**config.mk**
```make
export PLATFORM = sky130hd
export DESIGN_NAME = iso_timestamp_to_epoch_weekday
export DESIGN_NICKNAME = d
export VERILOG_FILES = /design/src/rtl/ite_pkg.sv /design/src/rtl/ite_queue.sv /design/src/rtl/ite_front.sv /design/src/rtl/ite_back.sv /design/src/rtl/iso_timestamp_to_epoch_weekday.sv
export SDC_FILE = /design/constraint.sdc
export NUM_CORES = 2
export LEC_CHECK = 0
export BUFFER_PORTS_ARGS = -buffer_cell sky130_fd_sc_hd__buf_2
export CAP_MARGIN = 20
export CORE_ASPECT_RATIO = 1.4
export CORE_UTILIZATION = 30
export CTS_BUF_LIST = sky130_fd_sc_hd__clkbuf_4 sky130_fd_sc_hd__clkbuf_8 sky130_fd_sc_hd__clkbuf_16
export CTS_CLUSTER_SIZE = 28
export DETAILED_ROUTE_END_ITERATION = 10
export PLACE_DENSITY = 0.49
export SLEW_MARGIN = 20
export SYNTH_ARGS = -nofsm -noshare
export SYNTH_HDL_FRONTEND = slang
export SYNTH_SLANG_ARGS = --single-unit
```
**constraint.sdc**
```tcl
create_clock -name clk -period 14.8 [get_ports clk]
set_input_delay 0.74 -clock clk [delete_from_list [all_inputs] [get_ports clk]]
set_output_delay 0.74 -clock clk [all_outputs]
set_load 0.01 [all_outputs]
```
**src/rtl/ite_pkg.sv**
```systemverilog
package ite_pkg;

	// String layout
	localparam logic [4:0] TS_LEN = 5'd19;

	// Default depth of the queue between parser and arithmetic
	localparam int Q_DEPTH = 2;

	// Characters of interest
	localparam logic [7:0] CH_ZERO  = 8'h30;
	localparam logic [7:0] CH_NINE  = 8'h39;
	localparam logic [7:0] CH_PLUS  = 8'h2B;
	localparam logic [7:0] CH_MINUS = 8'h2D;

	// Calendar arithmetic
	localparam logic [14:0] YEAR_BIAS    = 15'd10000;   // 25 eras, keeps the year positive
	localparam logic signed [6:0] ERA_BIAS = 7'sd25;
	localparam logic signed [23:0] ERA_DAYS = 24'sd146097;
	localparam logic signed [23:0] EPOCH_SHIFT = 24'sd719468;
	localparam logic signed [17:0] DAY_SECS = 18'sd86400;
	localparam logic signed [19:0] HOUR_SECS = 20'sd3600;
	localparam logic signed [19:0] MIN_SECS = 20'sd60;
	localparam logic signed [16:0] WD_BIAS = 17'sd14006;  // 2000 weeks plus Monday shift
	localparam logic [30:0] RECIP7 = 31'd37450;           // ceil(2^18 / 7)

	typedef enum logic [2:0] {
		FLD_YEAR,
		FLD_MONTH,
		FLD_DAY,
		FLD_HOUR,
		FLD_MINUTE,
		FLD_SECOND
	} ite_field_t;

	typedef struct packed {
		logic       in_field;
		logic       first;
		logic       stop;
		ite_field_t fld;
	} ite_pos_t;

	typedef struct packed {
		logic [7:0] text_byte;
		logic       last;
	} ite_in_t;

	typedef struct packed {
		logic               valid_res;
		logic signed [39:0] epoch_seconds;
		logic        [2:0]  weekday;
		logic signed [7:0]  hour_of_day;
	} ite_out_t;

	// One parsed string, handed from parser to arithmetic
	typedef struct packed {
		logic               ok;
		logic signed [14:0] year;
		logic signed [7:0]  month;
		logic signed [7:0]  day;
		logic signed [7:0]  hour;
		logic signed [7:0]  minute;
		logic signed [7:0]  second;
	} ite_rec_t;

	function automatic ite_pos_t pos_decode(input logic [4:0] pos);
		ite_pos_t d;
		d = '{in_field: 1'b1, first: 1'b0, stop: 1'b0, fld: FLD_YEAR};
		case (pos)
			5'd0:  begin d.fld = FLD_YEAR;   d.first = 1'b1; end
			5'd1:  d.fld = FLD_YEAR;
			5'd2:  d.fld = FLD_YEAR;
			5'd3:  begin d.fld = FLD_YEAR;   d.stop = 1'b1; end
			5'd5:  begin d.fld = FLD_MONTH;  d.first = 1'b1; end
			5'd6:  begin d.fld = FLD_MONTH;  d.stop = 1'b1; end
			5'd8:  begin d.fld = FLD_DAY;    d.first = 1'b1; end
			5'd9:  begin d.fld = FLD_DAY;    d.stop = 1'b1; end
			5'd11: begin d.fld = FLD_HOUR;   d.first = 1'b1; end
			5'd12: begin d.fld = FLD_HOUR;   d.stop = 1'b1; end
			5'd14: begin d.fld = FLD_MINUTE; d.first = 1'b1; end
			5'd15: begin d.fld = FLD_MINUTE; d.stop = 1'b1; end
			5'd17: begin d.fld = FLD_SECOND; d.first = 1'b1; end
			5'd18: begin d.fld = FLD_SECOND; d.stop = 1'b1; end
			default: d.in_field = 1'b0;
		endcase
		return d;
	endfunction

	// Days from 1 March to the first of the month: (153*mp+2)/5
	function automatic logic [8:0] doy_base(input logic [3:0] mo);
		logic [8:0] r;
		case (mo)
			4'd3:  r = 9'd0;
			4'd4:  r = 9'd31;
			4'd5:  r = 9'd61;
			4'd6:  r = 9'd92;
			4'd7:  r = 9'd122;
			4'd8:  r = 9'd153;
			4'd9:  r = 9'd184;
			4'd10: r = 9'd214;
			4'd11: r = 9'd245;
			4'd12: r = 9'd275;
			4'd1:  r = 9'd306;
			4'd2:  r = 9'd337;
			default: r = 9'd0;
		endcase
		return r;
	endfunction

	// Month offsets for the weekday sum
	function automatic logic [2:0] sak_offset(input logic [3:0] mo);
		logic [2:0] r;
		case (mo)
			4'd1:  r = 3'd0;
			4'd2:  r = 3'd3;
			4'd3:  r = 3'd2;
			4'd4:  r = 3'd5;
			4'd5:  r = 3'd0;
			4'd6:  r = 3'd3;
			4'd7:  r = 3'd5;
			4'd8:  r = 3'd1;
			4'd9:  r = 3'd4;
			4'd10: r = 3'd6;
			4'd11: r = 3'd2;
			4'd12: r = 3'd4;
			default: r = 3'd0;
		endcase
		return r;
	endfunction

	// floor(x/25) for x < 4096, reciprocal 1311/2^15
	function automatic logic [7:0] div25(input logic [11:0] x);
		logic [22:0] p;
		p = 23'(x) * 23'd1311;
		return p[22:15];
	endfunction

endpackage

```
**src/rtl/ite_queue.sv**
```systemverilog
module ite_queue #(
	parameter int Depth = ite_pkg::Q_DEPTH
) (
	input  logic              clk,
	input  logic              arst_n,
	input  logic              push,
	input  ite_pkg::ite_rec_t wdata,
	output logic              full,
	input  logic              pop,
	output logic              empty,
	output ite_pkg::ite_rec_t rdata
);

	localparam int PW = (Depth > 1) ? $clog2(Depth) : 1;
	localparam int CW = $clog2(Depth + 1);

	ite_pkg::ite_rec_t mem_q [Depth];
	logic [PW-1:0] wr_ptr_q;
	logic [PW-1:0] rd_ptr_q;
	logic [CW-1:0] cnt_q;

	assign full  = (cnt_q == CW'(Depth));
	assign empty = (cnt_q == '0);
	assign rdata = mem_q[rd_ptr_q];

	function automatic logic [PW-1:0] wrap_inc(input logic [PW-1:0] p);
		return (p == PW'(Depth - 1)) ? '0 : p + 1'b1;
	endfunction

	always_ff @(posedge clk) begin
		if (push && !full) begin
			mem_q[wr_ptr_q] <= wdata;
		end
	end

	always_ff @(posedge clk or negedge arst_n) begin
		if (!arst_n) begin
			wr_ptr_q <= '0;
			rd_ptr_q <= '0;
			cnt_q    <= '0;
		end else begin
			if (push && !full) begin
				wr_ptr_q <= wrap_inc(wr_ptr_q);
			end
			if (pop && !empty) begin
				rd_ptr_q <= wrap_inc(rd_ptr_q);
			end
			case ({push && !full, pop && !empty})
				2'b10:   cnt_q <= cnt_q + 1'b1;
				2'b01:   cnt_q <= cnt_q - 1'b1;
				default: cnt_q <= cnt_q;
			endcase
		end
	end

endmodule

```
**src/rtl/ite_front.sv**
```systemverilog
module ite_front (
	input  logic              clk,
	input  logic              arst_n,
	input  logic              accept,
	input  ite_pkg::ite_in_t  byte_data,
	output logic              push,
	output ite_pkg::ite_rec_t rec
);

	ite_pkg::ite_pos_t dec;

	logic [4:0]  pos_q, pos_n;
	logic [14:0] acc_q, acc_n;
	logic        neg_q, neg_n;
	logic        fail_q, fail_n;
	logic signed [14:0] year_q, year_n;
	logic signed [7:0]  mon_q, mon_n, day_q, day_n, hr_q, hr_n, min_q, min_n, sec_q, sec_n;

	logic        is_digit, is_sign;
	logic [3:0]  dval;
	logic [14:0] val;
	logic        mon_ok;

	assign dec      = ite_pkg::pos_decode(pos_q);
	assign is_digit = (byte_data.text_byte >= ite_pkg::CH_ZERO) &&
	                  (byte_data.text_byte <= ite_pkg::CH_NINE);
	assign is_sign  = (byte_data.text_byte == ite_pkg::CH_PLUS) ||
	                  (byte_data.text_byte == ite_pkg::CH_MINUS);
	assign dval     = 4'(byte_data.text_byte - ite_pkg::CH_ZERO);

	always_comb begin
		acc_n  = acc_q;
		neg_n  = neg_q;
		fail_n = fail_q;
		year_n = year_q;
		mon_n  = mon_q;
		day_n  = day_q;
		hr_n   = hr_q;
		min_n  = min_q;
		sec_n  = sec_q;
		if (dec.in_field) begin
			if (dec.first) begin
				acc_n = is_digit ? 15'(dval) : '0;
				neg_n = (byte_data.text_byte == ite_pkg::CH_MINUS);
				if (!is_digit && !is_sign) begin
					fail_n = 1'b1;
				end
			end else if (is_digit) begin
				acc_n = acc_q * 15'd10 + 15'(dval);
			end else begin
				fail_n = 1'b1;
			end
		end
		val = neg_n ? -acc_n : acc_n;
		if (dec.in_field && dec.stop) begin
			case (dec.fld)
				ite_pkg::FLD_YEAR:   year_n = $signed(val);
				ite_pkg::FLD_MONTH:  mon_n  = $signed(val[7:0]);
				ite_pkg::FLD_DAY:    day_n  = $signed(val[7:0]);
				ite_pkg::FLD_HOUR:   hr_n   = $signed(val[7:0]);
				ite_pkg::FLD_MINUTE: min_n  = $signed(val[7:0]);
				ite_pkg::FLD_SECOND: sec_n  = $signed(val[7:0]);
				default:             year_n = year_q;
			endcase
		end
		pos_n = (pos_q == ite_pkg::TS_LEN) ? pos_q : pos_q + 5'd1;
	end

	assign mon_ok = (mon_n >= 8'sd1) && (mon_n <= 8'sd12);

	assign push       = accept && byte_data.last;
	assign rec.ok     = !fail_n && (pos_n == ite_pkg::TS_LEN) && mon_ok;
	assign rec.year   = year_n;
	assign rec.month  = mon_n;
	assign rec.day    = day_n;
	assign rec.hour   = hr_n;
	assign rec.minute = min_n;
	assign rec.second = sec_n;

	// field registers are rewritten before any valid string reads them
	always_ff @(posedge clk) begin
		if (accept) begin
			acc_q  <= acc_n;
			neg_q  <= neg_n;
			year_q <= year_n;
			mon_q  <= mon_n;
			day_q  <= day_n;
			hr_q   <= hr_n;
			min_q  <= min_n;
			sec_q  <= sec_n;
		end
	end

	always_ff @(posedge clk or negedge arst_n) begin
		if (!arst_n) begin
			pos_q  <= '0;
			fail_q <= 1'b0;
		end else if (accept) begin
			if (byte_data.last) begin
				pos_q  <= '0;
				fail_q <= 1'b0;
			end else begin
				pos_q  <= pos_n;
				fail_q <= fail_n;
			end
		end
	end

endmodule

```
**src/rtl/ite_back.sv**
```systemverilog
module ite_back (
	input  logic              clk,
	input  logic              arst_n,
	input  logic              q_empty,
	input  ite_pkg::ite_rec_t q_head,
	output logic              q_pop,
	output logic              res_valid,
	input  logic              res_stall,
	output ite_pkg::ite_out_t res_data
);

	logic adv;

	logic vld_s1, vld_s2, vld_s3, vld_s4, vld_s5, vld_s6, out_vld_q;
	ite_pkg::ite_out_t out_q;

	// carried from stage to stage until used
	logic        ok_s1, ok_s2, ok_s3, ok_s4, ok_s5, ok_s6;
	logic signed [7:0] hh_s1, hh_s2, hh_s3, hh_s4, hh_s5, hh_s6;
	logic signed [7:0] mi_s1, mi_s2, mi_s3, mi_s4;
	logic signed [7:0] ss_s1, ss_s2, ss_s3, ss_s4;
	logic signed [7:0] dy_s1, dy_s2, dy_s3;
	logic [8:0]  doyb_s1, doyb_s2, doyb_s3;
	logic [2:0]  sak_s1, sak_s2;

	// stage 1: shifted year, biased and absolute forms
	logic signed [14:0] y1, ny1;
	logic signed [14:0] y_s1, y_s2;
	logic [14:0] u_s1, u_s2;
	logic [13:0] ay1, ay_s1;

	// stage 2: divisions by 400 and 100
	logic [7:0]  era_off_s2, d100_s2, d400_s2;
	logic [11:0] d4_s2;

	// stage 3
	logic [14:0] eo400, yoe_w;
	logic [8:0]  yoe_s3;
	logic signed [6:0] era_s3, era_s4;
	logic signed [16:0] m17, tw;
	logic [14:0] wx_s3, wx_s4;

	// stage 4
	logic [17:0] y365;
	logic [1:0]  c100;
	logic signed [18:0] doe_s4;
	logic [30:0] wp;
	logic [12:0] wq_s4;

	// stage 5
	logic signed [23:0] days_s5;
	logic [14:0] w7, wr;
	logic [2:0]  wd_s5, wd_s6;
	logic signed [19:0] part_s5;

	// stage 6
	logic signed [41:0] dprod;
	logic signed [39:0] secs_s6;

	assign adv       = !out_vld_q || !res_stall;
	assign q_pop     = adv && !q_empty;
	assign res_valid = out_vld_q;
	assign res_data  = out_q;

	assign y1  = q_head.year - (($signed(q_head.month) <= 8'sd2) ? 15'sd1 : 15'sd0);
	assign ny1 = -y1;
	assign ay1 = y1[14] ? ny1[13:0] : y1[13:0];

	assign eo400  = 15'(era_off_s2) * 15'd400;
	assign yoe_w  = u_s2 - eo400;
	// trunc(y/4) - trunc(y/100) + trunc(y/400) = sign(y) * m17
	assign m17    = $signed({5'b0, d4_s2}) - $signed({9'b0, d100_s2}) + $signed({9'b0, d400_s2});
	assign tw     = 17'(y_s2) + (y_s2[14] ? -m17 : m17) + $signed({14'b0, sak_s2})
	              + 17'(dy_s2) + ite_pkg::WD_BIAS;

	assign y365 = 18'(yoe_s3) * 18'd365;
	assign c100 = 2'((yoe_s3 >= 9'd100) ? 1 : 0) + 2'((yoe_s3 >= 9'd200) ? 1 : 0)
	            + 2'((yoe_s3 >= 9'd300) ? 1 : 0);
	assign wp   = 31'(wx_s3) * ite_pkg::RECIP7;

	assign w7 = 15'(wq_s4) * 15'd7;
	assign wr = wx_s4 - w7;

	assign dprod = days_s5 * ite_pkg::DAY_SECS;

	always_ff @(posedge clk) begin
		if (adv) begin
			// stage 1
			ok_s1   <= q_head.ok;
			y_s1    <= y1;
			u_s1    <= $unsigned(y1) + ite_pkg::YEAR_BIAS;
			ay_s1   <= ay1;
			doyb_s1 <= ite_pkg::doy_base(q_head.month[3:0]);
			sak_s1  <= ite_pkg::sak_offset(q_head.month[3:0]);
			dy_s1   <= q_head.day;
			hh_s1   <= q_head.hour;
			mi_s1   <= q_head.minute;
			ss_s1   <= q_head.second;
			// stage 2
			ok_s2      <= ok_s1;
			y_s2       <= y_s1;
			u_s2       <= u_s1;
			era_off_s2 <= ite_pkg::div25({1'b0, u_s1[14:4]});
			d100_s2    <= ite_pkg::div25(ay_s1[13:2]);
			d400_s2    <= ite_pkg::div25({2'b0, ay_s1[13:4]});
			d4_s2      <= ay_s1[13:2];
			doyb_s2    <= doyb_s1;
			sak_s2     <= sak_s1;
			dy_s2      <= dy_s1;
			hh_s2      <= hh_s1;
			mi_s2      <= mi_s1;
			ss_s2      <= ss_s1;
			// stage 3
			ok_s3   <= ok_s2;
			yoe_s3  <= yoe_w[8:0];
			era_s3  <= $signed({1'b0, era_off_s2[5:0]}) - ite_pkg::ERA_BIAS;
			wx_s3   <= tw[14:0];
			doyb_s3 <= doyb_s2;
			dy_s3   <= dy_s2;
			hh_s3   <= hh_s2;
			mi_s3   <= mi_s2;
			ss_s3   <= ss_s2;
			// stage 4
			ok_s4  <= ok_s3;
			doe_s4 <= $signed({1'b0, y365}) + $signed({12'b0, yoe_s3[8:2]})
			        - $signed({17'b0, c100}) + $signed({10'b0, doyb_s3})
			        + 19'(dy_s3) - 19'sd1;
			wq_s4  <= wp[30:18];
			wx_s4  <= wx_s3;
			era_s4 <= era_s3;
			hh_s4  <= hh_s3;
			mi_s4  <= mi_s3;
			ss_s4  <= ss_s3;
			// stage 5
			ok_s5   <= ok_s4;
			days_s5 <= 24'(era_s4) * ite_pkg::ERA_DAYS + 24'(doe_s4) - ite_pkg::EPOCH_SHIFT;
			wd_s5   <= wr[2:0];
			part_s5 <= 20'(hh_s4) * ite_pkg::HOUR_SECS + 20'(mi_s4) * ite_pkg::MIN_SECS
			         + 20'(ss_s4);
			hh_s5   <= hh_s4;
			// stage 6
			ok_s6   <= ok_s5;
			secs_s6 <= dprod[39:0] + 40'(part_s5);
			wd_s6   <= wd_s5;
			hh_s6   <= hh_s5;
			// result register
			out_q.valid_res     <= ok_s6;
			out_q.epoch_seconds <= ok_s6 ? secs_s6 : '0;
			out_q.weekday       <= ok_s6 ? wd_s6 : '0;
			out_q.hour_of_day   <= ok_s6 ? hh_s6 : '0;
		end
	end

	always_ff @(posedge clk or negedge arst_n) begin
		if (!arst_n) begin
			vld_s1    <= 1'b0;
			vld_s2    <= 1'b0;
			vld_s3    <= 1'b0;
			vld_s4    <= 1'b0;
			vld_s5    <= 1'b0;
			vld_s6    <= 1'b0;
			out_vld_q <= 1'b0;
		end else if (adv) begin
			vld_s1    <= !q_empty;
			vld_s2    <= vld_s1;
			vld_s3    <= vld_s2;
			vld_s4    <= vld_s3;
			vld_s5    <= vld_s4;
			vld_s6    <= vld_s5;
			out_vld_q <= vld_s6;
		end
	end

endmodule

```
**src/rtl/iso_timestamp_to_epoch_weekday.sv**
```systemverilog
// Channel   Dir  Handshake               Payload
// byte      in   byte_valid/byte_stall   ite_in_t  (text_byte, last)
// res       out  res_valid/res_stall     ite_out_t (valid_res, epoch_seconds, weekday,
//                                                   hour_of_day)
//
// One byte beat is taken per cycle while the queue is not full; the parser keeps up
// with the stream at full rate. A result beat passes the queue write, six arithmetic
// stages and the result register; the pipeline accepts one string a cycle unless res_stall holds it.
// arst_n clears the byte position, error flag, queue and stage valid bits only.
// byte_stall rises only while the parser-to-arithmetic queue is full; res_stall freezes
// the whole arithmetic pipeline while a result beat is presented, and the pipeline then backs up into the queue.
module iso_timestamp_to_epoch_weekday #(
	parameter int QDepth = ite_pkg::Q_DEPTH
) (
	input  logic              clk,
	input  logic              arst_n,
	input  logic              byte_valid,
	output logic              byte_stall,
	input  ite_pkg::ite_in_t  byte_data,
	output logic              res_valid,
	input  logic              res_stall,
	output ite_pkg::ite_out_t res_data
);

	logic              q_full;
	logic              q_empty;
	logic              q_push;
	logic              q_pop;
	ite_pkg::ite_rec_t q_wdata;
	ite_pkg::ite_rec_t q_head;

	// Only the last byte of a string pushes, but holding the whole channel while the
	// queue is full keeps the stall independent of the payload.
	assign byte_stall = q_full;

	// Parser: position counter, per-field decimal accumulation and sign, error flag.
	// Bytes at separator offsets and beyond offset 18 are ignored.
	ite_front u_front (
		.clk       (clk),
		.arst_n    (arst_n),
		.accept    (byte_valid && !q_full),
		.byte_data (byte_data),
		.push      (q_push),
		.rec       (q_wdata)
	);

	// Short queue of parsed strings so parser and arithmetic stall independently.
	ite_queue #(
		.Depth (QDepth)
	) u_queue (
		.clk    (clk),
		.arst_n (arst_n),
		.push   (q_push),
		.wdata  (q_wdata),
		.full   (q_full),
		.pop    (q_pop),
		.empty  (q_empty),
		.rdata  (q_head)
	);

	// Arithmetic: days from civil with floored era, weekday sum mod 7, seconds assembly.
	// Invalid strings pass through and come out as an all-zero beat with valid_res low.
	ite_back u_back (
		.clk       (clk),
		.arst_n    (arst_n),
		.q_empty   (q_empty),
		.q_head    (q_head),
		.q_pop     (q_pop),
		.res_valid (res_valid),
		.res_stall (res_stall),
		.res_data  (res_data)
	);

endmodule
```
* Word-level counts from Yosys, hierarchy flattened
Memories as Yosys holds them, arrays and structs flattened. A register that Yosys moved wholly into a read port is not among the register bits. Index checks and enable logic that the tools add are counted.
Cells by class: $add $sub $neg 33, multiply operators 12, order comparisons 8, equality and inequality tests 25, mux-type cells 41, reduce and logical (&&, ||, !) cells 32
Operators by type and width (count):
- $mux 15 | 7
- $mux 8 | 10
- $add 40x40->40 | 1
- $mul 24x11->33 const B | 1
- $add 15x4->15 | 2
- $eq 5x4->1 const B | 6
- $mul 15x15->30 const B | 1
- $neg 15->15 | 2
- $add 24x19->24 | 1
- $mul 7x19->24 const B | 1
- $sub 24x21->24 const B | 1
- $mul 12x11->23 const B | 1
- $mul 11x11->22 const B | 1
- $mul 10x11->21 const B | 1
- $add 20x20->20 | 1
- $add 20x8->20 | 1
- $eq 5x5->1 const B | 4
- $add 18x7->19 | 1
- $add 19x10->19 | 1
- $add 19x8->19 | 1
- $sub 19x2->19 const B | 1
- $sub 19x3->19 | 1
- $mul 9x9->18 const B | 1
- $mux 1 | 18
- 54 further kinds | 85
Storage, ports and cells: bits in registers 567, memory bits (writable) 112, bits in read-only memories 192, output and inout bits 54, logic and storage cells 225, memories kept 3
Memories:
- (no name shown) | depth 16, width 9, read ports 1, clocked after Yosys merged registers in 1, write ports 0, line ite_pkg.sv:91 | case (mo)
- u_queue.mem_q | depth 2, width 56, read ports 1, clocked after Yosys merged registers in 0, write ports 1, line ite_queue.sv:17 | ite_pkg::ite_rec_t mem_q [Depth];
- (no name shown) | depth 16, width 3, read ports 1, clocked after Yosys merged registers in 1, write ports 0, line ite_pkg.sv:112 | case (mo)

* Logic depth before layout (Yosys ltp)
depth after elaboration 12, mapped depth 30, depth with buffers taken out 30

* Cells and area by module
Synthesis repeated with hierarchy kept, for this count alone.
Unflattened totals: cells, all modules 4183, area, all modules 50515.9 sq um
Modules (own cells, without submodules):
- ite_back | instances 1, cells an instance 3483, area each 40960.5 sq um
- ite_front | instances 1, cells an instance 507, area each 5186.2 sq um
- ite_queue | instances 1, cells an instance 192, area each 4355.4 sq um
- iso_timestamp_to_epoch_weekday | instances 1, cells an instance 1, area each 13.8 sq um

* Least setup slack after synthesis
Ideal clock, no wire load.
path type input to register, start in res_stall, end reg u_queue.cnt_q[1], library setup time 0.079 ns, data arrival time 13.684 ns, data required time 14.721 ns, slack 1.037 ns, cell stages on the path 6, cell sequence nand2_1 o21ai_0 inv_1 ha_1 nor2_1 xor2_1
Between the ends: cells in the longest elaborated chain, start to end 6, elaborated cells between the ends (all ways) 8, those cells by class eq/ne (2); mux (1); reduce/logical (5)
RTL lines:
- start: declaration | line iso_timestamp_to_epoch_weekday.sv:21 | input logic res_stall,
- $logic_not 1->1 (*) | line ite_back.sv:60 | assign adv = !out_vld_q || !res_stall;
- $logic_or 1x1->1 (*) | line ite_back.sv:60
- $logic_and 1x1->1 (*) | line ite_back.sv:61 | assign q_pop = adv && !q_empty;
- $logic_and 1x1->1 (*) | line ite_queue.sv:48 | case ({push && !full, pop && !empty})
- $eq 2x1->1 or $eq 2x2->1 (tied branches) | line ite_queue.sv:48
- $pmux 2 s2 or $reduce_bool 2->1 (tied branches)
- end signal: assignment | line ite_queue.sv:49 | 2'b10: cnt_q <= cnt_q + 1'b1;
- end signal: assignment | line ite_queue.sv:50 | 2'b01: cnt_q <= cnt_q - 1'b1;
- end signal: assignment | line ite_queue.sv:51 | default: cnt_q <= cnt_q;
- end: declaration | line ite_queue.sv:20 | logic [CW-1:0] cnt_q;
Every way passes the cells marked *; elsewhere a longest branch is shown, timed or not. A chain may end at the register's enable or synchronous reset.

* Final worst setup path
start reg u_back.days_s5[6], end reg u_back.secs_s6[39], data pin
Between the ends: cells in the longest elaborated chain, start to end 2
RTL lines:
- start: declaration | line ite_back.sv:51 | logic signed [23:0] days_s5;
- start signal: assignment | line ite_back.sv:136 | days_s5 <= 24'(era_s4) * ite_pkg::ERA_DAYS + 24'(doe_s4) - ite_pkg::EPOCH_SHIFT;
- $mul 24x11->33 | line ite_back.sv:84 | assign dprod = days_s5 * ite_pkg::DAY_SECS;
- $add 40x40->40 | line ite_back.sv:143 | secs_s6 <= dprod[39:0] + 40'(part_s5);
- end signal: assignment | line ite_back.sv:143
- end: declaration | line ite_back.sv:58 | logic signed [39:0] secs_s6;
No other way between the ends.

==> impl_metrics.toml <==
[sta]
tns_ns = 0
report.final.setup_viol = 0
hold_viol_final = 0
finalCriticalPeriod_ns = 7.01
worstMarginPinSlew_ns = 1.03
fin_worst_skew_ns = 0.0284
fmax_mhz = 143
finalCritPeriodShare_pct = 47.4
slew_violations = 0
grt_setup_unrepaired = "no"
max_slew_margin_pct = 30.9

[routing]
wl_um = 97700
wl_per_cell_um = 14.8
drt_iter0_drc = 952
met1_length_um = 39200
topRoutingLayerUsed = "met4"
postRouteAntennaNets = 0
avgViaCountPerCell = 4.39
vias = 29000
drc_errors = 0
route.met3.wl_um = 2180
wl_met2_um = 54000
first_pass_iters = 4

[setup_path]
r2r_setup_slack_ns = 7.79
crit_type = "reg -> reg"
reg2reg_depth = 27
required_ns = 15.21
crit_path_end = "u_back.secs_s6[39]"
crit_path_max_incr_delay_ns = 0.52
critPathMaxFanout = 5
cpMaxStageDelayCell = "fa_1"
r2r-start = "u_back.days_s5[6]"
worst_r2r_endpoint = "u_back.secs_s6[39]"
worstSetupEndpointType = "flop"
crit_start = "u_back.days_s5[6]"
path_delay_family = "adder cells"
cp-start-kind = "flop"
path_depth = 27
path_buf_inv = 2
crit_arrival_ns = 7.41

[cts]
cts-htree-levels = 3
cts_tree = "built"
clock_path_buffers = 3
cts_made_buffers = 77
cts_sinks = 670
cts_resized = 0
clkTransAtPathRegs_ns = 0.06
clock_latency_ns = 0.68
clk_root_buffer_cell = "clkbuf_16"

[logic_synthesis]
syn-cell-area_sq_um = 50400
syn_inst = 4171
synth_ff_type = "edfxtp_1"
synth.avg_cell_area_sq_um = 12.1
synth_seq_cells = 670
ys_warn_count = 0
asyncSetResetFlopFracSynth_pct = 2.54
synth_edf_count = 653
ys_seq_area_share_pct = 39.7
synthDistinctLibCells = 94
syn_nets = 5286

[grt]
grt_pass1_vias = 30900
antenna_found_initial = 1
globalRouteOverflowTotal = 0
grt_max_degree = 78
grt.total_usage_pct = 11.8
grt_pass1_wl_um = 161000

[status]
outcome = "finished, final reports clean"

[die]
core_region_area_sq_um = 167000
num_io_pins = 67
die-area_sq_um = 170000
rows = 177
die_y_um = 487
start_util_pct = 30.3
die_w_um = 348

[place]
io_buffers = 66
gp_congestion = 0.807
place_area_sq_um = 53600
dpl.hpwl_um = 77000

[worst_hold_path]
min_path_type = "in -> reg"

[finish]
drive_above_1_share_pct = 8.33
final_nets = 5424
synthToLayoutAreaGrowth_pct = 11.4
final_util_pct = 33.7
final_area_sq_um = 56200

[job]
maxCapViolations = 0
==> cell usage in the layout (no fill, tap or decap), types with 11 or more instances in the layout <==
| cell type | netlist | layout |
|---|---|---|
| or3_1 | 18 | 18 |
| xor2_1 | 76 | 76 |
| inv_1 | 769 | 769 |
| mux2_2 | 86 | 86 |
| buf_4 | 1 | 29 |
| ha_1 | 733 | 733 |
| nand3_1 | 34 | 34 |
| buf_2 | 4 | 66 |
| o31ai_1 | 16 | 16 |
| or2_2 | 15 | 15 |
| and3_1 | 25 | 24 |
| nor2b_1 | 19 | 19 |
| and2_1 | 65 | 65 |
| nand2_1 | 128 | 127 |
| clkbuf_4 | 0 | 11 |
| nand2b_1 | 21 | 21 |
| dfrtp_1 | 17 | 16 |
| clkinv_2 | 0 | 16 |
| a31oi_1 | 25 | 25 |
| o21a_1 | 38 | 38 |
| xnor2_1 | 216 | 216 |
| clkinv_1 | 0 | 13 |
| nor3_1 | 62 | 62 |
| nor2_1 | 166 | 165 |
| a21oi_1 | 153 | 152 |
| fa_1 | 369 | 369 |
| a21o_1 | 64 | 64 |
| a211oi_1 | 22 | 22 |
| nand4_1 | 15 | 15 |
| clkbuf_16 | 0 | 77 |
| a21boi_0 | 13 | 13 |
| edfxtp_1 | 653 | 653 |
| mux2i_1 | 32 | 32 |
| o21ai_0 | 108 | 107 |
| o21bai_1 | 25 | 25 |
==> metrics by stage <==
step                      setup slack (ns)  std cells  hold WS [ns]
after global placement                7.82       6466         0.401
after CTS                             7.76       6608         0.274
after floorplan                       1.04       4171         0.400
final                                 7.79       6609         0.349
after detailed placement              7.79       6466         0.405
after global routing                  7.29       6608         0.330
==> per-layer routing <==
metal,global-route usage [%],vias to the layer above
met4,3.80,0
li1,-,14600
met1,12.9,14000
met2,23.3,235
met3,1.41,130
met5,0,-
==> worst register-to-register path, stage by stage (launching register included) <==
cell and delay, ns:
edfxtp_1 0.49, ha_1 0.34, ha_1 0.28, inv_1 0.05, fa_1 0.52, inv_1 0.05, fa_1 0.50, fa_1 0.49
ha_1 0.37, a21o_1 0.18, a21oi_1 0.18, o21ai_0 0.17, a31oi_1 0.28, nand3b_1 0.11, a21oi_1 0.38, o21bai_1 0.11
a21oi_1 0.18, xnor2_1 0.14, ha_1 0.29, a21oi_1 0.27, nand2_1 0.09, a221o_1 0.37, o2111a_1 0.27, nor2_1 0.19
o21a_1 0.16, nor2_1 0.05, xnor2_1 0.13, xnor2_1 0.13
==> flip-flops by register name, summed over array words and instances (netlist names), 11 cells and up <==
| signal | cells |
|---|---|
| u_queue.mem_q | 112 |
| u_back.res_data | 52 |
| u_back.secs_s6 | 40 |
| u_back.days_s5 | 24 |
| u_back.part_s5 | 20 |
| u_back.doe_s4 | 19 |
| u_back.u_s1 | 15 |
| u_back.wx_s3 | 15 |
| u_front.acc_q | 15 |
| u_front.year_q | 15 |
| u_back.ay_s1 | 12 |
| u_back.d4_s2 | 12 |
| u_back.y_s1 | 11 |
| u_back.y_s2 | 11 |
==> kinds of logic (layout without fill, tap and decap cells) <==
group	after synthesis	after routing	synth area share, %
simple gates	612	612	6.12
buf+inv	807	1007	6.08
mux	120	120	2.62
xor+xnor	294	294	5.15
compound gates	566	566	7.45
flops	670	670	39.7
other cells	0	1	0
fa+ha+maj	1102	1102	32.8
==> synth_stat cells (65+ instances only) <==
| master | number | area [sq um] |
|---|---|---|
| xor2_1 | 76 | 666 |
| o21ai_0 | 108 | 541 |
| nor2_1 | 166 | 623 |
| mux2_2 | 86 | 968 |
| a21oi_1 | 153 | 766 |
| ha_1 | 733 | 9170 |
| and2_1 | 65 | 407 |
| edfxtp_1 | 653 | 19600 |
| fa_1 | 369 | 7390 |
| xnor2_1 | 216 | 1890 |
| inv_1 | 769 | 2890 |
| nand2_1 | 128 | 480 |
==> worst min-delay path by stage <==
stage / slack [ns] / endpoint / start / depth (start not counted)
floorplan: 0.40 / u_back.doyb_s2[0] / u_back.doyb_s1[0] / 0
CTS: 0.27 / u_back.vld_s1 / res_stall / 3
detailed placement: 0.40 / u_back.doyb_s3[7] / u_back.doyb_s2[7] / 0
global route: 0.33 / u_back.vld_s1 / res_stall / 3
finish: 0.35 / u_back.vld_s1 / res_stall / 3
global placement: 0.40 / u_back.ok_s3 / u_back.ok_s2 / 0
==> layout make-up <==
class / count / area, sq um
Fill cell: 16700 / 110000
Multi-Input combinational cell: 2694 / 27300
Sequential cell: 670 / 20000
Inverter: 770 / 2890
Tap cell: 2237 / 2800
Clock buffer: 88 / 2010
Timing Repair Buffer: 96 / 558
Clock inverter: 53 / 512
Antenna cell: 1 / 2.50
==> repair_timing <==
| action | in CTS | in global routing |
|---|---|---|
| hold buffers | 1 | 0 |
| setup buffers | 0 | 0 |
| hold endpoints to repair | 17 | 0 |
Power is left out: the tool's default activity adds up to more than one toggle a clock period on the data nets, which glitch-free logic cannot reach.
